==> src/rtl/core/bdil_pkg.sv <==
// ----------------------------------------------------------------------------
// bdil_pkg
// Shared widths, codes and structs of the 3x3 binary dilation block.
// ----------------------------------------------------------------------------
package bdil_pkg;

	localparam int ROW_W     = 10;
	localparam int COL_W     = 10;
	localparam int PIX_W     = 16;
	localparam int DIL_W     = 8;
	localparam int CFG_W     = 11;
	localparam int CFG_IDX_W = 1;

	localparam int DEF_MAX_WIDTH  = 1024;
	localparam int DEF_MAX_HEIGHT = 1024;

	localparam logic [CFG_W-1:0] CFG_SIZE_RESET = 11'd1024;
	localparam logic [PIX_W-1:0] FG_PIXEL       = 16'd255;
	localparam logic [DIL_W-1:0] DIL_FG         = 8'd255;
	localparam logic [DIL_W-1:0] DIL_BG         = 8'd0;

	typedef enum logic {
		CMD_WRITE = 1'b0,
		CMD_QUERY = 1'b1
	} cmd_t;

	typedef enum logic [CFG_IDX_W-1:0] {
		REG_IMG_WIDTH  = 1'b0,
		REG_IMG_HEIGHT = 1'b1
	} cfg_reg_t;

	// neighbour offset along one axis: -1, 0, +1
	typedef enum logic [1:0] {
		OFS_NEG  = 2'd0,
		OFS_ZERO = 2'd1,
		OFS_POS  = 2'd2
	} ofs_t;

	// coordinate request to the address unit
	typedef struct packed {
		logic [ROW_W-1:0] row;
		logic [COL_W-1:0] col;
		ofs_t             dr;
		ofs_t             dc;
	} addr_req_t;

	// access request to the bit store
	typedef struct packed {
		logic we;
		logic re;
		logic wbit;
	} mem_req_t;

endpackage

==> src/rtl/core/bdil_in_if.sv <==
// ----------------------------------------------------------------------------
// bdil_in_if
// Input channel: write or query transactions with valid/ready handshake.
// ----------------------------------------------------------------------------
interface bdil_in_if;
	logic                      valid;
	logic                      ready;
	logic                      cmd;
	logic [bdil_pkg::ROW_W-1:0] row;
	logic [bdil_pkg::COL_W-1:0] col;
	logic [bdil_pkg::PIX_W-1:0] pixel;

	modport source (output valid, output cmd, output row, output col, output pixel,
		input ready);
	modport sink (input valid, input cmd, input row, input col, input pixel,
		output ready);
endinterface

==> src/rtl/core/bdil_out_if.sv <==
// ----------------------------------------------------------------------------
// bdil_out_if
// Output channel: dilation results with valid/ready handshake.
// ----------------------------------------------------------------------------
interface bdil_out_if;
	logic                       valid;
	logic                       ready;
	logic [bdil_pkg::DIL_W-1:0] dilated;

	modport source (output valid, output dilated, input ready);
	modport sink (input valid, input dilated, output ready);
endinterface

==> src/rtl/core/bdil_ctrl.sv <==
// ----------------------------------------------------------------------------
// bdil_ctrl
// Sequencer: takes transactions, walks the nine neighbours of a query
// through the shared address unit and holds the result register.
// ----------------------------------------------------------------------------
module bdil_ctrl (
	input  logic                 clk,
	input  logic                 arst_n,
	bdil_in_if.sink              in_ch,
	bdil_out_if.source           out_ch,
	input  logic                 in_img,
	input  logic                 rdata,
	output bdil_pkg::addr_req_t  areq,
	output bdil_pkg::mem_req_t   mreq
);
	import bdil_pkg::*;

	typedef enum logic [2:0] {
		ST_IDLE = 3'b001,
		ST_READ = 3'b010,
		ST_DONE = 3'b100
	} state_t;

	state_t           state_q;
	logic [ROW_W-1:0] row_q;
	logic [COL_W-1:0] col_q;
	ofs_t             dr_q;
	ofs_t             dc_q;
	logic             hit_q;
	logic             rd_s1;
	logic             out_valid_q;
	logic [DIL_W-1:0] dilated_q;

	logic accept;
	logic is_query;
	logic hit_now;
	logic load_out;
	logic last_step;

	assign in_ch.ready = (state_q == ST_IDLE);
	assign accept      = in_ch.valid && in_ch.ready;
	assign is_query    = (cmd_t'(in_ch.cmd) == CMD_QUERY);
	assign hit_now     = hit_q || (rd_s1 && rdata);
	assign load_out    = (state_q == ST_DONE) && (!out_valid_q || out_ch.ready);
	assign last_step   = (dr_q == OFS_POS) && (dc_q == OFS_POS);

	assign out_ch.valid   = out_valid_q;
	assign out_ch.dilated = dilated_q;

	// idle: centre pixel of the incoming item; busy: current neighbour
	always_comb begin
		if (state_q == ST_IDLE) begin
			areq = '{row: in_ch.row, col: in_ch.col, dr: OFS_ZERO, dc: OFS_ZERO};
		end else begin
			areq = '{row: row_q, col: col_q, dr: dr_q, dc: dc_q};
		end
		mreq.we   = accept && !is_query && in_img;
		mreq.re   = (state_q == ST_READ);
		mreq.wbit = (in_ch.pixel == FG_PIXEL);
	end

	always_ff @(posedge clk) begin
		if (accept) begin
			row_q <= in_ch.row;
			col_q <= in_ch.col;
		end
		if (load_out) begin
			dilated_q <= hit_now ? DIL_FG : DIL_BG;
		end
	end

	always_ff @(posedge clk or negedge arst_n) begin
		if (!arst_n) begin
			state_q     <= ST_IDLE;
			dr_q        <= OFS_NEG;
			dc_q        <= OFS_NEG;
			hit_q       <= 1'b0;
			rd_s1       <= 1'b0;
			out_valid_q <= 1'b0;
		end else begin
			rd_s1 <= mreq.re;
			if (rd_s1) begin
				hit_q <= hit_now;
			end

			if (load_out) begin
				out_valid_q <= 1'b1;
			end else if (out_ch.ready) begin
				out_valid_q <= 1'b0;
			end

			unique case (state_q)
				ST_IDLE: begin
					dr_q  <= OFS_NEG;
					dc_q  <= OFS_NEG;
					hit_q <= 1'b0;
					if (accept && is_query) begin
						state_q <= in_img ? ST_READ : ST_DONE;
					end
				end
				ST_READ: begin
					if (last_step) begin
						state_q <= ST_DONE;
					end
					case (dc_q)
						OFS_NEG:  dc_q <= OFS_ZERO;
						OFS_ZERO: dc_q <= OFS_POS;
						default: begin
							dc_q <= OFS_NEG;
							case (dr_q)
								OFS_NEG:  dr_q <= OFS_ZERO;
								OFS_ZERO: dr_q <= OFS_POS;
								default:  dr_q <= OFS_NEG;
							endcase
						end
					endcase
				end
				ST_DONE: begin
					if (load_out) begin
						state_q <= ST_IDLE;
					end
				end
				default: begin
					state_q <= ST_IDLE;
				end
			endcase
		end
	end

endmodule
==> src/flat_wrapper.sv <==
// flat-port wrapper written by rule: the top's interface ports become plain ports
module bdil_ctrl_flat import bdil_pkg::*;
  (clk, arst_n, in_img, rdata, areq, mreq, in_ch_valid, in_ch_cmd, in_ch_row, in_ch_col, in_ch_pixel, in_ch_ready, out_ch_valid, out_ch_dilated, out_ch_ready);
  bdil_in_if in_ch_i ();
  bdil_out_if out_ch_i ();
  input  logic clk;
  input  logic arst_n;
  input  logic in_img;
  input  logic rdata;
  output bdil_pkg::addr_req_t areq;
  output bdil_pkg::mem_req_t mreq;
  input wire logic [$bits(in_ch_i.valid)-1:0] in_ch_valid;
  input wire logic [$bits(in_ch_i.cmd)-1:0] in_ch_cmd;
  input wire logic [$bits(in_ch_i.row)-1:0] in_ch_row;
  input wire logic [$bits(in_ch_i.col)-1:0] in_ch_col;
  input wire logic [$bits(in_ch_i.pixel)-1:0] in_ch_pixel;
  output wire logic [$bits(in_ch_i.ready)-1:0] in_ch_ready;
  output wire logic [$bits(out_ch_i.valid)-1:0] out_ch_valid;
  output wire logic [$bits(out_ch_i.dilated)-1:0] out_ch_dilated;
  input wire logic [$bits(out_ch_i.ready)-1:0] out_ch_ready;
  assign in_ch_i.valid = in_ch_valid;
  assign in_ch_i.cmd = in_ch_cmd;
  assign in_ch_i.row = in_ch_row;
  assign in_ch_i.col = in_ch_col;
  assign in_ch_i.pixel = in_ch_pixel;
  assign in_ch_ready = in_ch_i.ready;
  assign out_ch_valid = out_ch_i.valid;
  assign out_ch_dilated = out_ch_i.dilated;
  assign out_ch_i.ready = out_ch_ready;
  bdil_ctrl u_core (.clk(clk), .arst_n(arst_n), .in_ch(in_ch_i), .out_ch(out_ch_i), .in_img(in_img), .rdata(rdata), .areq(areq), .mreq(mreq));
endmodule
==> config.mk <==
export PLATFORM = sky130hd
export DESIGN_NAME = bdil_ctrl_flat
export DESIGN_NICKNAME = d
export VERILOG_FILES = /design/src/rtl/core/bdil_pkg.sv /design/src/rtl/core/bdil_in_if.sv /design/src/rtl/core/bdil_out_if.sv /design/src/rtl/core/bdil_ctrl.sv /design/src/flat_wrapper.sv
export SDC_FILE = /design/constraint.sdc
export NUM_CORES = 1
export LEC_CHECK = 0
export BUFFER_PORTS_ARGS = -buffer_cell sky130_fd_sc_hd__buf_2
export CAP_MARGIN = 15
export CORE_MARGIN = 2
export CORE_UTILIZATION = 25
export DETAILED_ROUTE_END_ITERATION = 10
export PLACE_DENSITY_LB_ADDON = 0.25
export SYNTH_ARGS = -nofsm -noshare
export SYNTH_HDL_FRONTEND = slang
export SYNTH_SLANG_ARGS = --single-unit
==> constraint.sdc <==
create_clock -name clk -period 4 [get_ports clk]
set_input_delay 0.8 -clock clk [delete_from_list [all_inputs] [get_ports clk]]
set_output_delay 0.8 -clock clk [all_outputs]
set_load 0.02 [all_outputs]
==> summary.txt <==
Setup path
  • Crit Path Category: flip-flop to primary output
  • Critical Path End Type: primary output
  • Crit-path slowest cell: dfstp_2
  • R2R cell count: 4
  • Capture point of the worst reg-to-reg path: u_core.col_q[0]
  • Critical path, cell by cell: or3b_1, buf_4, inv_2, nand3_1, nor2_1, buf_2
  • Family with the most delay on the worst path: buffers and inverters
  • Req. time, crit path: 3.20 ns
  • Largest stage delay, worst path: 0.56 ns
  • Startpoint types: flip-flop
  • Startpoint of the most critical register-to-register path: u_core.state_q[0]
  • Count of cell instances traversed by the critical path: 6
  • Setup crit start: u_core.state_q[0]
  • Crit Path Max Fanout: 32
  • Arrival time reported for the critical path endpoint: 2.18 ns
  • Setup slack on the worst flop-to-flop path: 1.33 ns
  • Bufs and invs on worst path: 3

Placement
  • Count of port buffers added during placement: 79
  • Worst setup timing slack at the placement stage: 1.28 ns
  • Global placement routability congestion: 0.725
  • Half-perimeter wire length after placement: 2420 µm

Yosys
  • Post-synthesis share of cell area spent on xor and xnor gates: 0%
  • Combined area of all synthesized cells: 1480 µm²
  • Synthesized area divided by synthesized cell count: 9.77 µm²
  • Area share of fa/ha/maj cells after synthesis: 0%
  • Count of flip-flops with a built-in enable after synthesis: 21
  • Area fraction of the dominant cell type after synthesis: 42.7%
  • Net count after synthesis: 194
  • Compound-Gate Fraction of Synth Area: 5.34%
  • Most numerous cell in the Yosys netlist: nand2_1
  • Largest cells by area after synthesis: edfxtp_1, nand2_1, dfrtp_1
  • Multiplexer area fraction after synthesis: 0%
  • Simple-Gate Fraction of Synth Area: 27.9%
  • Largest family of logic cells by synthesized area: simple AND/OR/NAND/NOR gates
  • Share of flip-flops with an asynchronous set or reset: 32.3%
  • Primary flip-flop cell chosen by synthesis mapping: edfxtp_1
  • Number of different library cells in the post-synthesis netlist: 29
  • Synthesized instance count: 151
  • Cell type contributing the most total cell area after synthesis: edfxtp_1
  • Total of warnings raised by yosys: 0
  • Portion of the post-synthesis area used by sequential elements: 59.8%
  • Flip-flop and latch count after synthesis: 31
  • Synth top cells by count: nand2_1, edfxtp_1, buf_4, dfrtp_1, nand3_1

Pwr
  • Sw Ratio: 35.4%
  • Leakage power of the design: 0.000981 µW
  • Register share of total power: 42.4%
  • Internal: 597 µW
  • Clock network fraction of design power: 24.3%
  • Switching power summed over all nets: 327 µW
  • Portion of total power attributed to combinational logic: 33.3%
  • Power density over the cells: 472 nW/µm²
  • Worst vdd ir: 122 µV

Global routing
  • Number of global-route vias before repair: 1183
  • Global-route usage over all layers: 10.6%
  • Global-route wire length before repair: 5160 µm
  • Initial antenna violation count: 0
  • Largest net degree at the start of global routing: 33
  • Overflow left after global routing: 0

Timing
  • Worst Slack Setup Final: 1.02 ns
  • Final setup violation count: 0
  • Final Skew: 0.00140 ns
  • Final TNS setup: 0 ns
  • Headroom to the max-slew limit: 40.3%
  • RSZ-0062 raised after global routing: no
  • Highest Clock Rate: 336 MHz
  • Minimum clock period after layout: 2.98 ns
  • Worst slew pin tran: 0.896 ns
  • Share of the cycle needed by the critical path after routing: 74.5%
  • Max-slew violations: 0
  • Final hold violation count: 0

Clock tree
  • Clk Latency, worst-skew pair: 0.28 ns
  • CTS tree: yes
  • Total CTS buffers: 5
  • Clock-pin slew on the worst setup and hold paths: 0.06 ns
  • Post-CTS Hold Fix Bufs: 0
  • Deepest level of the CTS H-tree: 2
  • Cells resized by post-CTS repair: 0
  • Clock Sink Count: 31
  • Setup Fix Bufs, Post-CTS: 0
  • Root buf cell: clkbuf_8
  • Number of buffers between clock root and the deepest sink: 2

Final layout
  • Layout cells sized above 1: 39.6%
  • Layout fillers: 603
  • Final core utilization: 35.0%
  • Layout net count: 267
  • Area grow syn2layout: 32.9%
  • Diodes inserted: 0

Job
  • Max-cap check violation count: 0

Detailed routing
  • Detailed Routing Iterations Pass 1: 4
  • DRC violations left: 0
  • Routed Wire Length: 3270 µm
  • Number of vias per cell after detailed routing: 4.22
  • Detailed-route via count: 1254
  • Count of routing violations after the opening detailed-route iteration: 31
  • Routed WL per cell: 11.0 µm
  • Antenna-violating nets left: 0

Floorplan
  • Overall die area: 6530 µm²
  • Num ports: 80
  • Placement row count: 27
  • Vertical die dimension: 80.8 µm
  • Die span in x: 80.8 µm
  • Core Footprint: 5610 µm²
  • Effective utilization at floorplan: 26.3%

Hold path
  • Worst hold-check path type: primary input to asynchronous set/reset pin

Status
  • Run status: complete, no violations
[state kept, by name, summed over array words and instances (netlist names)]
| register | count |
|---|---|
| u_core.dr_q | 2 |
| u_core.state_q | 3 |
| u_core.out_ch.dilated | 1 |
| u_core.rd_s1 | 1 |
| u_core.dc_q | 2 |
| u_core.col_q | 10 |
| u_core.row_q | 10 |
| u_core.out_ch.valid | 1 |
| u_core.hit_q | 1 |
[placed cells by master, fill, tap and decap left out, types with 2 or more instances in the layout]
cell	instances
inv_1	2
nand2b_1	3
dfrtp_1	9
or3b_1	2
nand2_1	63
nand3_1	6
a21oi_1	3
buf_2	79
clkinv_1	2
nor2_1	3
and2_1	4
nand4_1	2
o31ai_1	2
clkbuf_8	5
o21ai_1	2
nor4_1	2
inv_2	2
edfxtp_1	21
[logic make-up after synthesis]
family	count (synthesis)
AND/OR/NAND/NOR	90
buffers and inverters	18
flip-flops	31
AO/OA/AOI/OAI	12
[stage by stage]
| stage | hold WS [ns] | instance area [µm²] | instances | total power, µW |
|---|---|---|---|---|
| 3_3_place_gp | 0.508 | 1880 | 289 | 710 |
| 6_report | 0.373 | 1960 | 297 | 925 |
| 5_1_grt | 0.373 | 1960 | 297 | 987 |
| 2_1_floorplan | 0.469 | 1480 | 151 | 607 |
| 3_5_place_dp | 0.505 | 1880 | 289 | 712 |
| 4_1_cts | 0.375 | 1960 | 297 | 941 |
[area by class of cell]
cell class / count / area (µm²) / area share, %
clock inverter: 2 / 7.51 / 0.383
inverter: 4 / 15.0 / 0.766
clock buffer: 6 / 72.6 / 3.70
timing repair buffer: 80 / 403 / 20.5
sequential: 31 / 882 / 45.0
multi-input combinational: 102 / 490 / 25.0
tap: 72 / 90.1 / 4.59
[power by group through the flow]
stage,sequential (µW),combinational (µW),clock (µW)
finish,392,308,224
global route,396,346,245
CTS,392,315,234
detailed placement,398,314,0
global placement,397,312,0
floorplan,397,210,0
[how the worst max path moves through the flow]
stage,to
floorplan,mreq[0]
global placement,mreq[2]
detailed placement,u_core.col_q[2]
CTS,mreq[2]
global route,mreq[2]
finish,mreq[2]
[per-layer routing]
layer	GRT usage (%)	up-vias	wire length, µm
met5	0	-	0
met4	5.59	0	60
met3	3.33	5	274
met2	17.4	51	1530
met1	12.5	555	1410
li1	-	643	-
No activity file was read; power rests on OpenSTA's default activity.
