### src/rtl/core/bdil_pkg.sv
// ----------------------------------------------------------------------------
// bdil_pkg
// Shared widths, codes and structs of the 3x3 binary dilation block.
// ----------------------------------------------------------------------------
package bdil_pkg;

	localparam int ROW_W     = 10;
	localparam int COL_W     = 10;
	localparam int PIX_W     = 16;
	localparam int DIL_W     = 8;
	localparam int CFG_W     = 11;
	localparam int CFG_IDX_W = 1;

	localparam int DEF_MAX_WIDTH  = 1024;
	localparam int DEF_MAX_HEIGHT = 1024;

	localparam logic [CFG_W-1:0] CFG_SIZE_RESET = 11'd1024;
	localparam logic [PIX_W-1:0] FG_PIXEL       = 16'd255;
	localparam logic [DIL_W-1:0] DIL_FG         = 8'd255;
	localparam logic [DIL_W-1:0] DIL_BG         = 8'd0;

	typedef enum logic {
		CMD_WRITE = 1'b0,
		CMD_QUERY = 1'b1
	} cmd_t;

	typedef enum logic [CFG_IDX_W-1:0] {
		REG_IMG_WIDTH  = 1'b0,
		REG_IMG_HEIGHT = 1'b1
	} cfg_reg_t;

	// neighbour offset along one axis: -1, 0, +1
	typedef enum logic [1:0] {
		OFS_NEG  = 2'd0,
		OFS_ZERO = 2'd1,
		OFS_POS  = 2'd2
	} ofs_t;

	// coordinate request to the address unit
	typedef struct packed {
		logic [ROW_W-1:0] row;
		logic [COL_W-1:0] col;
		ofs_t             dr;
		ofs_t             dc;
	} addr_req_t;

	// access request to the bit store
	typedef struct packed {
		logic we;
		logic re;
		logic wbit;
	} mem_req_t;

endpackage

### src/rtl/core/bdil_addr.sv
// ----------------------------------------------------------------------------
// bdil_addr
// Shared address unit: clamps one neighbour coordinate to the image edges
// and forms the linear store address row*MAX_WIDTH+col.
// ----------------------------------------------------------------------------
module bdil_addr #(
	parameter int MAX_WIDTH  = bdil_pkg::DEF_MAX_WIDTH,
	parameter int MAX_HEIGHT = bdil_pkg::DEF_MAX_HEIGHT,
	parameter int WW         = $clog2(MAX_WIDTH + 1),
	parameter int HW         = $clog2(MAX_HEIGHT + 1),
	parameter int AW         = $clog2(MAX_WIDTH * MAX_HEIGHT)
) (
	input  bdil_pkg::addr_req_t req,
	input  logic [WW-1:0]       eff_w,
	input  logic [HW-1:0]       eff_h,
	output logic [AW-1:0]       addr,
	output logic                in_img
);
	import bdil_pkg::*;

	localparam int RW = ROW_W + 1;	// room for row+1
	localparam int CW = COL_W + 1;

	logic [RW-1:0] r;
	logic [CW-1:0] c;

	assign in_img = (int'(req.row) < int'(eff_h)) && (int'(req.col) < int'(eff_w));

	always_comb begin
		case (req.dr)
			OFS_NEG:  r = (req.row == '0) ? '0 : RW'(req.row) - RW'(1);
			OFS_POS:  r = (int'(req.row) + 1 >= int'(eff_h)) ? RW'(req.row)
			                                                  : RW'(req.row) + RW'(1);
			default:  r = RW'(req.row);
		endcase
		case (req.dc)
			OFS_NEG:  c = (req.col == '0) ? '0 : CW'(req.col) - CW'(1);
			OFS_POS:  c = (int'(req.col) + 1 >= int'(eff_w)) ? CW'(req.col)
			                                                  : CW'(req.col) + CW'(1);
			default:  c = CW'(req.col);
		endcase
	end

	assign addr = AW'(int'(r) * MAX_WIDTH + int'(c));

endmodule

### config.mk
export PLATFORM = sky130hd
export DESIGN_NAME = bdil_addr
export DESIGN_NICKNAME = d
export VERILOG_FILES = /design/src/rtl/core/bdil_pkg.sv /design/src/rtl/core/bdil_addr.sv
export SDC_FILE = /design/constraint.sdc
export NUM_CORES = 1
export LEC_CHECK = 0
export BUFFER_PORTS_ARGS = -buffer_cell sky130_fd_sc_hd__buf_2
export CORE_MARGIN = 2
export CORE_UTILIZATION = 50
export DETAILED_ROUTE_END_ITERATION = 6
export PLACE_DENSITY_LB_ADDON = 0.3
export SLEW_MARGIN = 20
export SYNTH_ARGS = -nofsm -noshare
export SYNTH_HDL_FRONTEND = slang
export SYNTH_SLANG_ARGS = --single-unit
### constraint.sdc
create_clock -name vclk -period 5.71
set_input_delay 1.4275 -clock vclk [all_inputs]
set_output_delay 1.4275 -clock vclk [all_outputs]
set_load 0.01 [all_outputs]
==> results of run 1 <==
-- per-layer routing --
metal  global-route usage, %  share of wire [%]  vias up  routed length, µm
met3                    1.36                8.1       20                653
li1                        -                  -     1505                  -
met5                       0                  0        -                  0
met1                    40.2                 44     1387               3520
met2                    45.4                 46      147               3730
met4                    3.03                1.6        0                131
-- final cells by class --
type | instances | area [µm²] | share of cell area [%]
Inverter | 33 | 124 | 3.53
Multi-Input combinational cell | 304 | 2470 | 70.6
Tap cell | 67 | 83.8 | 2.39
Timing Repair Buffer | 127 | 822 | 23.5
-- kinds of logic (layout without fill, tap and decap cells) --
logic type / after synthesis / after routing / share of synthesized area, %
and+or+nand+nor: 128 / 128 / 27.2
AOI/OAI and AO/OA: 100 / 100 / 29.8
buffers and inverters: 49 / 160 / 8.03
adders and majority gates: 48 / 48 / 24.4
xor gates and xnor gates: 25 / 25 / 8.89
muxes: 3 / 3 / 1.73
-- timing repair --
action,CTS,global route
buffers inserted,4,6
pin swaps,16,19
hold endpoints to repair,0,0
gates resized for setup,30,24
setup endpoints to repair,8,12
gates cloned,0,0
-- final timing paths --
path / from / endpoint / slack [ns] / cells past startpoint
worst max-delay path: req[17] / addr[19] / -0.21 / 18
worst min-delay path: req[7] / addr[3] / 3.25 / 3
-- power breakdown --
part	switching [µW]	internal [µW]	total, µW
clock network	0	0	0
registers	0	0	0
logic	146	127	273
-- per-stage QoR --
step / cell area, µm² / util, % / setup TNS [ns] / setup WS [ns] / hold slack [ns]
4_1_cts: 3340 / 70.6 / -0.0263 / -0.0263 / 3.24
6_report: 3500 / 74.2 / -1.14 / -0.211 / 3.25
3_3_place_gp: 3190 / 67.4 / -0.152 / -0.0514 / 3.24
3_5_place_dp: 3190 / 67.4 / -1.14 / -0.252 / 3.23
2_1_floorplan: 2470 / - / -0.0105 / -0.0105 / 2.96
5_1_grt: 3500 / 74.2 / -2.21 / -0.346 / 3.28
-- cells in the final DEF, fill, tap and decap left out, types with 3 or more instances in the layout --
cell type / n
nor3_1: 11
or3_1: 3
nand2_1: 25
nor2_2: 3
a211oi_1: 4
a31oi_1: 4
and2_4: 3
o21a_1: 11
nand3_2: 4
ha_4: 4
a21oi_1: 20
xnor2_1: 13
nand4_1: 6
nand3_1: 9
xor2_1: 10
buf_6: 3
o21ai_2: 3
ha_1: 42
o211ai_1: 3
inv_1: 33
a21o_1: 3
o21ai_0: 19
nor2_1: 30
o21ai_1: 3
nor2_4: 3
buf_4: 59
buf_2: 63
nand2b_1: 5
nor2b_1: 3
and3_4: 4
==> impl_metrics.csv, run 1 <==
group,metric,value,unit
status,status,"finished with violations",
status,violations,"negative setup slack",
synthesis,netlist-cell-type-count,66,
clock_tree,hold_buffers,0,
synthesis,yosys_warnings,0,
placement,place.port_buffers,67,
critical_path,worst_path_max_delay_cell,"a2111oi_4",
floorplan,rows,25,
route,dr.pass1.iters,5,
sta,fmax,0.169,GHz
floorplan,die_h,74.2,µm
placement,dpl.cell_count,521,
route,routed_via_density,5.76,
global_routing,grt_first_pass_wirelength,12.1,mm
layout,seq_cell_count,0,
critical_path,path_cells,"buf_8, and3_4, nand3_4, nor2_4, xor2_2, ha_4, a2111oi_4, o211ai_4, o21ai_4, nor2_1, a21oi_1, nand3_1, o21ai_2, ha_4, and3_4, nand4_1, xor2_1, buf_2",
layout,syn2layout_area_growth,42.3,%
route,avgRoutedWirePerCell,15.1,µm
global_routing,grt.total_usage,27.4,%
sta,grt_setup_unrepaired,"true",
synthesis,synth_top_cells_by_area,"ha_1, nor2_1, inv_1",
route,drt_wl_total,8.03,mm
synthesis,synth_most_common_cell,"ha_1",
layout,fin_nets,560,
route,first_iter_violations,252,
sta,finalHoldViolCount,0,
global_routing,grt_max_degree,14,
floorplan,dieArea,5500,µm²
synthesis,synth_top_area_share,24.4,%
placement,dp_hpwl,6.12,mm
layout,instances_no_fill,531,
floorplan,initial_core_util,52.1,%
global_routing,grt_pass1_vias,2631,
layout,fill_cells,363,
critical_path,critPathCaptureType,"primary output",
sta,drv_slew,0,
route,ant_nets,0,
critical_path,cpPeakStageDelay,0.41,ns
power,ir_drop,0.0433,mV
critical_path,start_kind,"input port",
layout,insertedDiodeCount,0,
floorplan,die_w,74.2,µm
critical_path,cp_top_family,"compound AO/OA/AOI/OAI gates",
sta,slew-limit-headroom,63.9,%
synthesis,syn_area_per_cell,6.98,µm²
critical_path,crit_path_max_fanout,5,
critical_path,cp_data_arrival_time,4.49,ns
route,drc,0,
layout,clock_buffer_count,0,
route,vias,3059,
layout,drive_above_1_share,38.8,%
power,power.density,78.0,nW/µm²
sta,worst-slew-pin-transition,0.541,ns
critical_path,path_buf_inv,2,
synthesis,yosysTopAreaCell,"ha_1",
power,p_total,273,µW
sta,setup_viol,8,
sta,min_period_over_period,104,%
sta,worst_slack,-0.211,ns
critical_path,path_class,"input port to primary output",
floorplan,coreArea,4720,µm²
global_routing,grt_overflow,0,
job,maxCapViolCount,0,
power,p_leak,0.00166,µW
critical_path,required,4.28,ns
synthesis,syn_inst,353,
synthesis,synth_common_cells,"ha_1, nor2_1, inv_1",
sta,period_needed,5.92,ns
layout,area.sequential,0,µm²
synthesis,seq_area_frac_synth,0,%
synthesis,syn_area,2460,µm²
floorplan,io_pins,67,
placement,routabilityCongestion,0.958,
worst_hold_path,hold_class,"input port to primary output",
synthesis,syn_nets,447,
global_routing,antenna_found_initial,0,
(Power assumes the default switching activity.)
==> run 2, diff against run 1 <==
Settings changed: CORE_ASPECT_RATIO set to 0.7.
==> run 2 against run 1 <==
Compared with the run above: the run still ends with negative setup slack left; critical path depth unchanged; clock-buffer cell count unchanged; wire length increased by 7.9%; sequential share of layout area unchanged; global-route usage increased by 2.7 points; die area increased by 0.17%; via count increased by 2.1%; critical path type unchanged; critical endpoint unchanged.
==> impl_metrics.csv, run 2 (synthesis gave the netlist of run 1 again) <==
group,metric,value,unit
route,vias,3124,
critical_path,crit_path_max_fanout,5,
power,p_total,278,µW
layout,layout_commonest_cell,"buf_4",
floorplan,initial_core_util,51.8,%
global_routing,antenna_found_initial,0,
worst_hold_path,hold_path.startpoint,"req[7]",
placement,dp_hpwl,6.77,mm
global_routing,grt_overflow,0,
critical_path,path_class,"input port to primary output",
sta,worst_slack,-0.151,ns
sta,setup_viol,8,
status,violations,"negative setup slack",
power,ir_drop,0.0436,mV
route,drc,0,
floorplan,io_pins,67,
global_routing,grt_pass1_vias,2875,
layout,drive_above_1_share,38.9,%
layout,syn2layout_area_growth,42.6,%
sta,finalHoldViolCount,0,
critical_path,required,4.28,ns
critical_path,crit_start,"req[18]",
floorplan,die_w,87.9,µm
route,routed_via_density,5.76,
layout,final_core_util,73.8,%
global_routing,grt_busiest_layer,"met1",
sta,drv_slew,0,
critical_path,cp_data_arrival_time,4.43,ns
layout,area.sequential,0,µm²
power,p_leak,0.00171,µW
worst_hold_path,hold_class,"input port to primary output",
layout,final_cell_mix,"buf_4, buf_2, ha_1",
sta,slew-limit-headroom,70.3,%
sta,worst-slew-pin-transition,0.445,ns
route,ant_nets,0,
global_routing,grt.total_usage,30.1,%
global_routing,grt_first_pass_wirelength,13.5,mm
placement,dpl_worst_slack,-0.194,ns
route,first_iter_violations,322,
route,drt_wl_total,8.67,mm
floorplan,coreArea,4760,µm²
route,dr.pass1.iters,5,
global_routing,grt_max_degree,14,
floorplan,dieArea,5510,µm²
critical_path,critPathCaptureType,"primary output",
status,status,"finished with violations",
sta,period_needed,5.86,ns
critical_path,worst_path_max_delay_cell,"a2111oi_4",
sta,fmax,0.171,GHz
route,avgRoutedWirePerCell,16.0,µm
power,power.density,79.2,nW/µm²
job,maxCapViolCount,0,
layout,fin_nets,569,
floorplan,rows,21,
critical_path,start_kind,"input port",
sta,grt_setup_unrepaired,"true",
global_routing,grtUsageMet2,45.4,%
layout,clock_buffer_count,0,
global_routing,met1_usage,45.8,%
critical_path,path_cells,"buf_8, and3_4, nand3_2, nor2_2, xor2_1, ha_1, a2111oi_4, o211ai_4, o21ai_4, nor2_1, a21oi_1, nand3_1, o21ai_1, ha_2, and3_4, nand4_1, xor2_1, buf_2",
floorplan,die_h,62.7,µm
placement,place.port_buffers,67,
global_routing,grt_use_met3,4.36,%
layout,insertedDiodeCount,0,
placement,routabilityCongestion,0.939,
sta,min_period_over_period,103,%
layout,seq_cell_count,0,
critical_path,cpPeakStageDelay,0.37,ns
==> run 2: cell count changes in the layout (fill, tap and decap cells not counted), moves of 3 or more <==
cell / previous run / this run
buf_4: 59 / 67
o21ai_1: 3 / 8
o21ai_0: 19 / 15
a21oi_1: 20 / 17
a21oi_2: 1 / 4
ha_1: 42 / 45
==> run 2: what timing repair did <==
action / in CTS / in global routing
pin swaps: 12 / 20
resized for setup: 25 / 26
setup endpoints to repair: 7 / 18
buffers inserted: 4 / 6
hold buffers: 0 / 0
==> run 2: final cells by class <==
type,instances,area [µm²]
inverters,33,124
repair buffers,136,900
multi-input cells,304,2400
well taps,69,86.3
fillers,385,1240
==> run 2: final timing paths <==
check,endpoint,slack (ns),depth (start not counted)
hold / removal,addr[3],3.21,3
setup / recovery,addr[19],-0.15,18
==> run 2: metrics by stage <==
step	cell area (µm²)	setup TNS, ns	hold slack (ns)	std cells
after floorplan	2470	-0.0105	2.96	353
after global placement	3260	-0.335	3.20	532
after detailed placement	3260	-0.662	3.20	532
after CTS	3370	0	3.22	536
after global routing	3510	-2.27	3.23	542
final	3510	-0.720	3.21	542
==> run 2: metal layers <==
layer,part of all wire [%],wire (µm)
met4,2.2,192
met1,46,4000
met3,10,889
met5,0,0
met2,41,3580
==> run 2: report_power, final <==
part	total [µW]	internal, µW	switching [µW]
Combinational	278	129	149
Clock	0	0	0
Sequential	0	0	0
Total	278	129	149
==> run 2: worst max-delay path, delay by kind of cell <==
kind / cells / cell delay [ns]
xor gates and xnor gates: 2 / 0.40
AOI/OAI and AO/OA: 5 / 0.95
and+or+nand+nor: 7 / 0.89
buffers and inverters: 2 / 0.23
adders and majority gates: 2 / 0.54
==> run 3, diff against run 2 <==
Settings changed: CORE_UTILIZATION 50 to 51, SETUP_SLACK_MARGIN set to 0.15.
==> run 3 against run 2 <==
Compared with the run above: the flow still finishes with violations (negative setup slack); setup slack improved by 0.045 ns; combinational power rose by 2%; fmax is 0.77% higher; non-clock buffer count shrank 8; design area rose by 1.6%; core utilization up 2.0 points; first-iteration DRC count fell by 7.5%; critical path depth did not move; clock-buffer cell count unchanged; critical path type unchanged; critical endpoint unchanged.
==> impl_metrics.csv, run 3 (synthesis gave the netlist of run 1 again) <==
group,metric,value,unit
power,p_switching,153,µW
floorplan,die_w,87.1,µm
route,vias,3135,
floorplan,dieArea,5410,µm²
status,status,"finished with violations",
sta,slew-limit-headroom,44.7,%
sta,drv_slew,0,
power,p_total,283,µW
layout,fin_nets,561,
layout,fill_cells,327,
critical_path,crit_end,"addr[19]",
critical_path,worst_path_max_delay_cell,"a2111oi_4",
route,avgRoutedWirePerCell,17.0,µm
critical_path,path_class,"input port to primary output",
power,ir_drop,0.0490,mV
worst_hold_path,hold_class,"input port to primary output",
layout,area.sequential,0,µm²
critical_path,start_kind,"input port",
layout,drive_above_1_share,40.0,%
sta,finalHoldViolCount,0,
critical_path,path_depth,18,
global_routing,antenna_found_initial,0,
critical_path,cp_data_arrival_time,4.39,ns
placement,routabilityCongestion,0.930,
power,p_leak,0.00169,µW
sta,period_needed,5.82,ns
critical_path,critPathCaptureType,"primary output",
power,netSwitchingFraction,54.2,%
placement,dpl.cell_count,510,
route,drc,0,
layout,instances_no_fill,522,
layout,layout_commonest_cell,"buf_2",
power,p_int,130,µW
layout,final_core_util,75.9,%
critical_path,path_cells,"buf_2, and2_4, nand3_4, nor2_4, xor2_2, ha_4, a2111oi_4, o211ai_4, o21ai_4, nor2_1, a21oi_1, nand3_1, o21ai_1, ha_2, and3_4, nand4_1, xor2_2, buf_2",
sta,fmax,0.172,GHz
placement,place.port_buffers,67,
sta,setup_viol,6,
route,dr.pass1.iters,5,
global_routing,grt.total_usage,29.8,%
floorplan,initial_core_util,52.4,%
layout,design_area,3570,µm²
layout,clock_buffer_count,0,
floorplan,io_pins,67,
floorplan,rows,21,
critical_path,cpPeakStageDelay,0.39,ns
job,maxCapViolCount,0,
status,violations,"negative setup slack",
global_routing,grt_pass1_vias,2834,
critical_path,crit_start,"req[20]",
critical_path,cp_top_family,"compound AO/OA/AOI/OAI gates",
floorplan,coreArea,4700,µm²
layout,final_cell_mix,"buf_2, buf_4, ha_1",
power,p_clk_share,0,%
sta,worst-slew-pin-transition,0.824,ns
floorplan,die_h,62.1,µm
power,seqPwrFrac,0,%
critical_path,required,4.28,ns
clock_tree,hold_buffers,0,
layout,seq_cell_count,0,
sta,worst_slack,-0.106,ns
power,power.share.combinational,100.0,%
layout,syn2layout_area_growth,45.0,%
global_routing,grt_max_degree,14,
layout,insertedDiodeCount,0,
route,ant_nets,0,
power,power.density,79.3,nW/µm²
sta,min_period_over_period,102,%
global_routing,grt_first_pass_wirelength,13.2,mm
global_routing,grt_overflow,0,
route,first_iter_violations,298,
critical_path,crit_path_max_fanout,4,
sta,grt_setup_unrepaired,"true",
placement,dp_hpwl,6.58,mm
critical_path,path_buf_inv,2,
route,routed_via_density,6.01,
route,drt_wl_total,8.86,mm
placement,post_dp_cell_area,3200,µm²
[run 3: repair_timing]
action / 4_1_cts / 5_1_grt
buffers inserted: 9 / 3
setup endpoints to repair: 9 / 20
pin swaps: 9 / 19
gates resized for setup: 22 / 36
[run 3: power by group through the flow]
| stage | Combinational [µW] | Clock [µW] | Sequential, µW |
|---|---|---|---|
| final | 283 | 0 | 0 |
| after global routing | 307 | 0 | 0 |
| after CTS | 258 | 0 | 0 |
| after detailed placement | 243 | 0 | 0 |
| after global placement | 236 | 0 | 0 |
| after floorplan | 149 | 0 | 0 |
[run 3: final cells by class]
class                           count  area (µm²)  area share, %
Tap cell                           57        71.3           2.00
Timing Repair Buffer              128         838           23.5
Inverter                           33         124           3.47
Multi-Input combinational cell    304        2540           71.0
[run 3: per-layer routing]
layer  vias to the layer above  track usage (%)  share of wire [%]
li1                       1510                -                  -
met1                      1418             47.2                 46
met2                       189             44.6                 44
met3                        18             1.99                9.4
met4                         0             3.52                1.3
met5                         -                0                  0
[run 3: how the worst min path moves through the flow]
stage | cells after the start | to | start | slack [ns]
after floorplan | 1 | addr[3] | req[7] | 2.96
after detailed placement | 4 | addr[9] | req[13] | 3.24
final | 4 | addr[9] | req[13] | 3.25
after global placement | 4 | addr[9] | req[13] | 3.23
after CTS | 4 | addr[9] | req[13] | 3.24
after global routing | 4 | addr[7] | req[11] | 3.30
[run 3: through the flow]
| step | setup slack, ns | hold WS, ns | TNS, ns |
|---|---|---|---|
| after floorplan | 0.149 | 2.96 | 0 |
| after global placement | -0.0233 | 3.23 | -0.0387 |
| after detailed placement | -0.110 | 3.24 | -0.481 |
| after CTS | 0.0176 | 3.24 | 0 |
| after global routing | -0.262 | 3.30 | -1.28 |
| final | -0.106 | 3.25 | -0.326 |
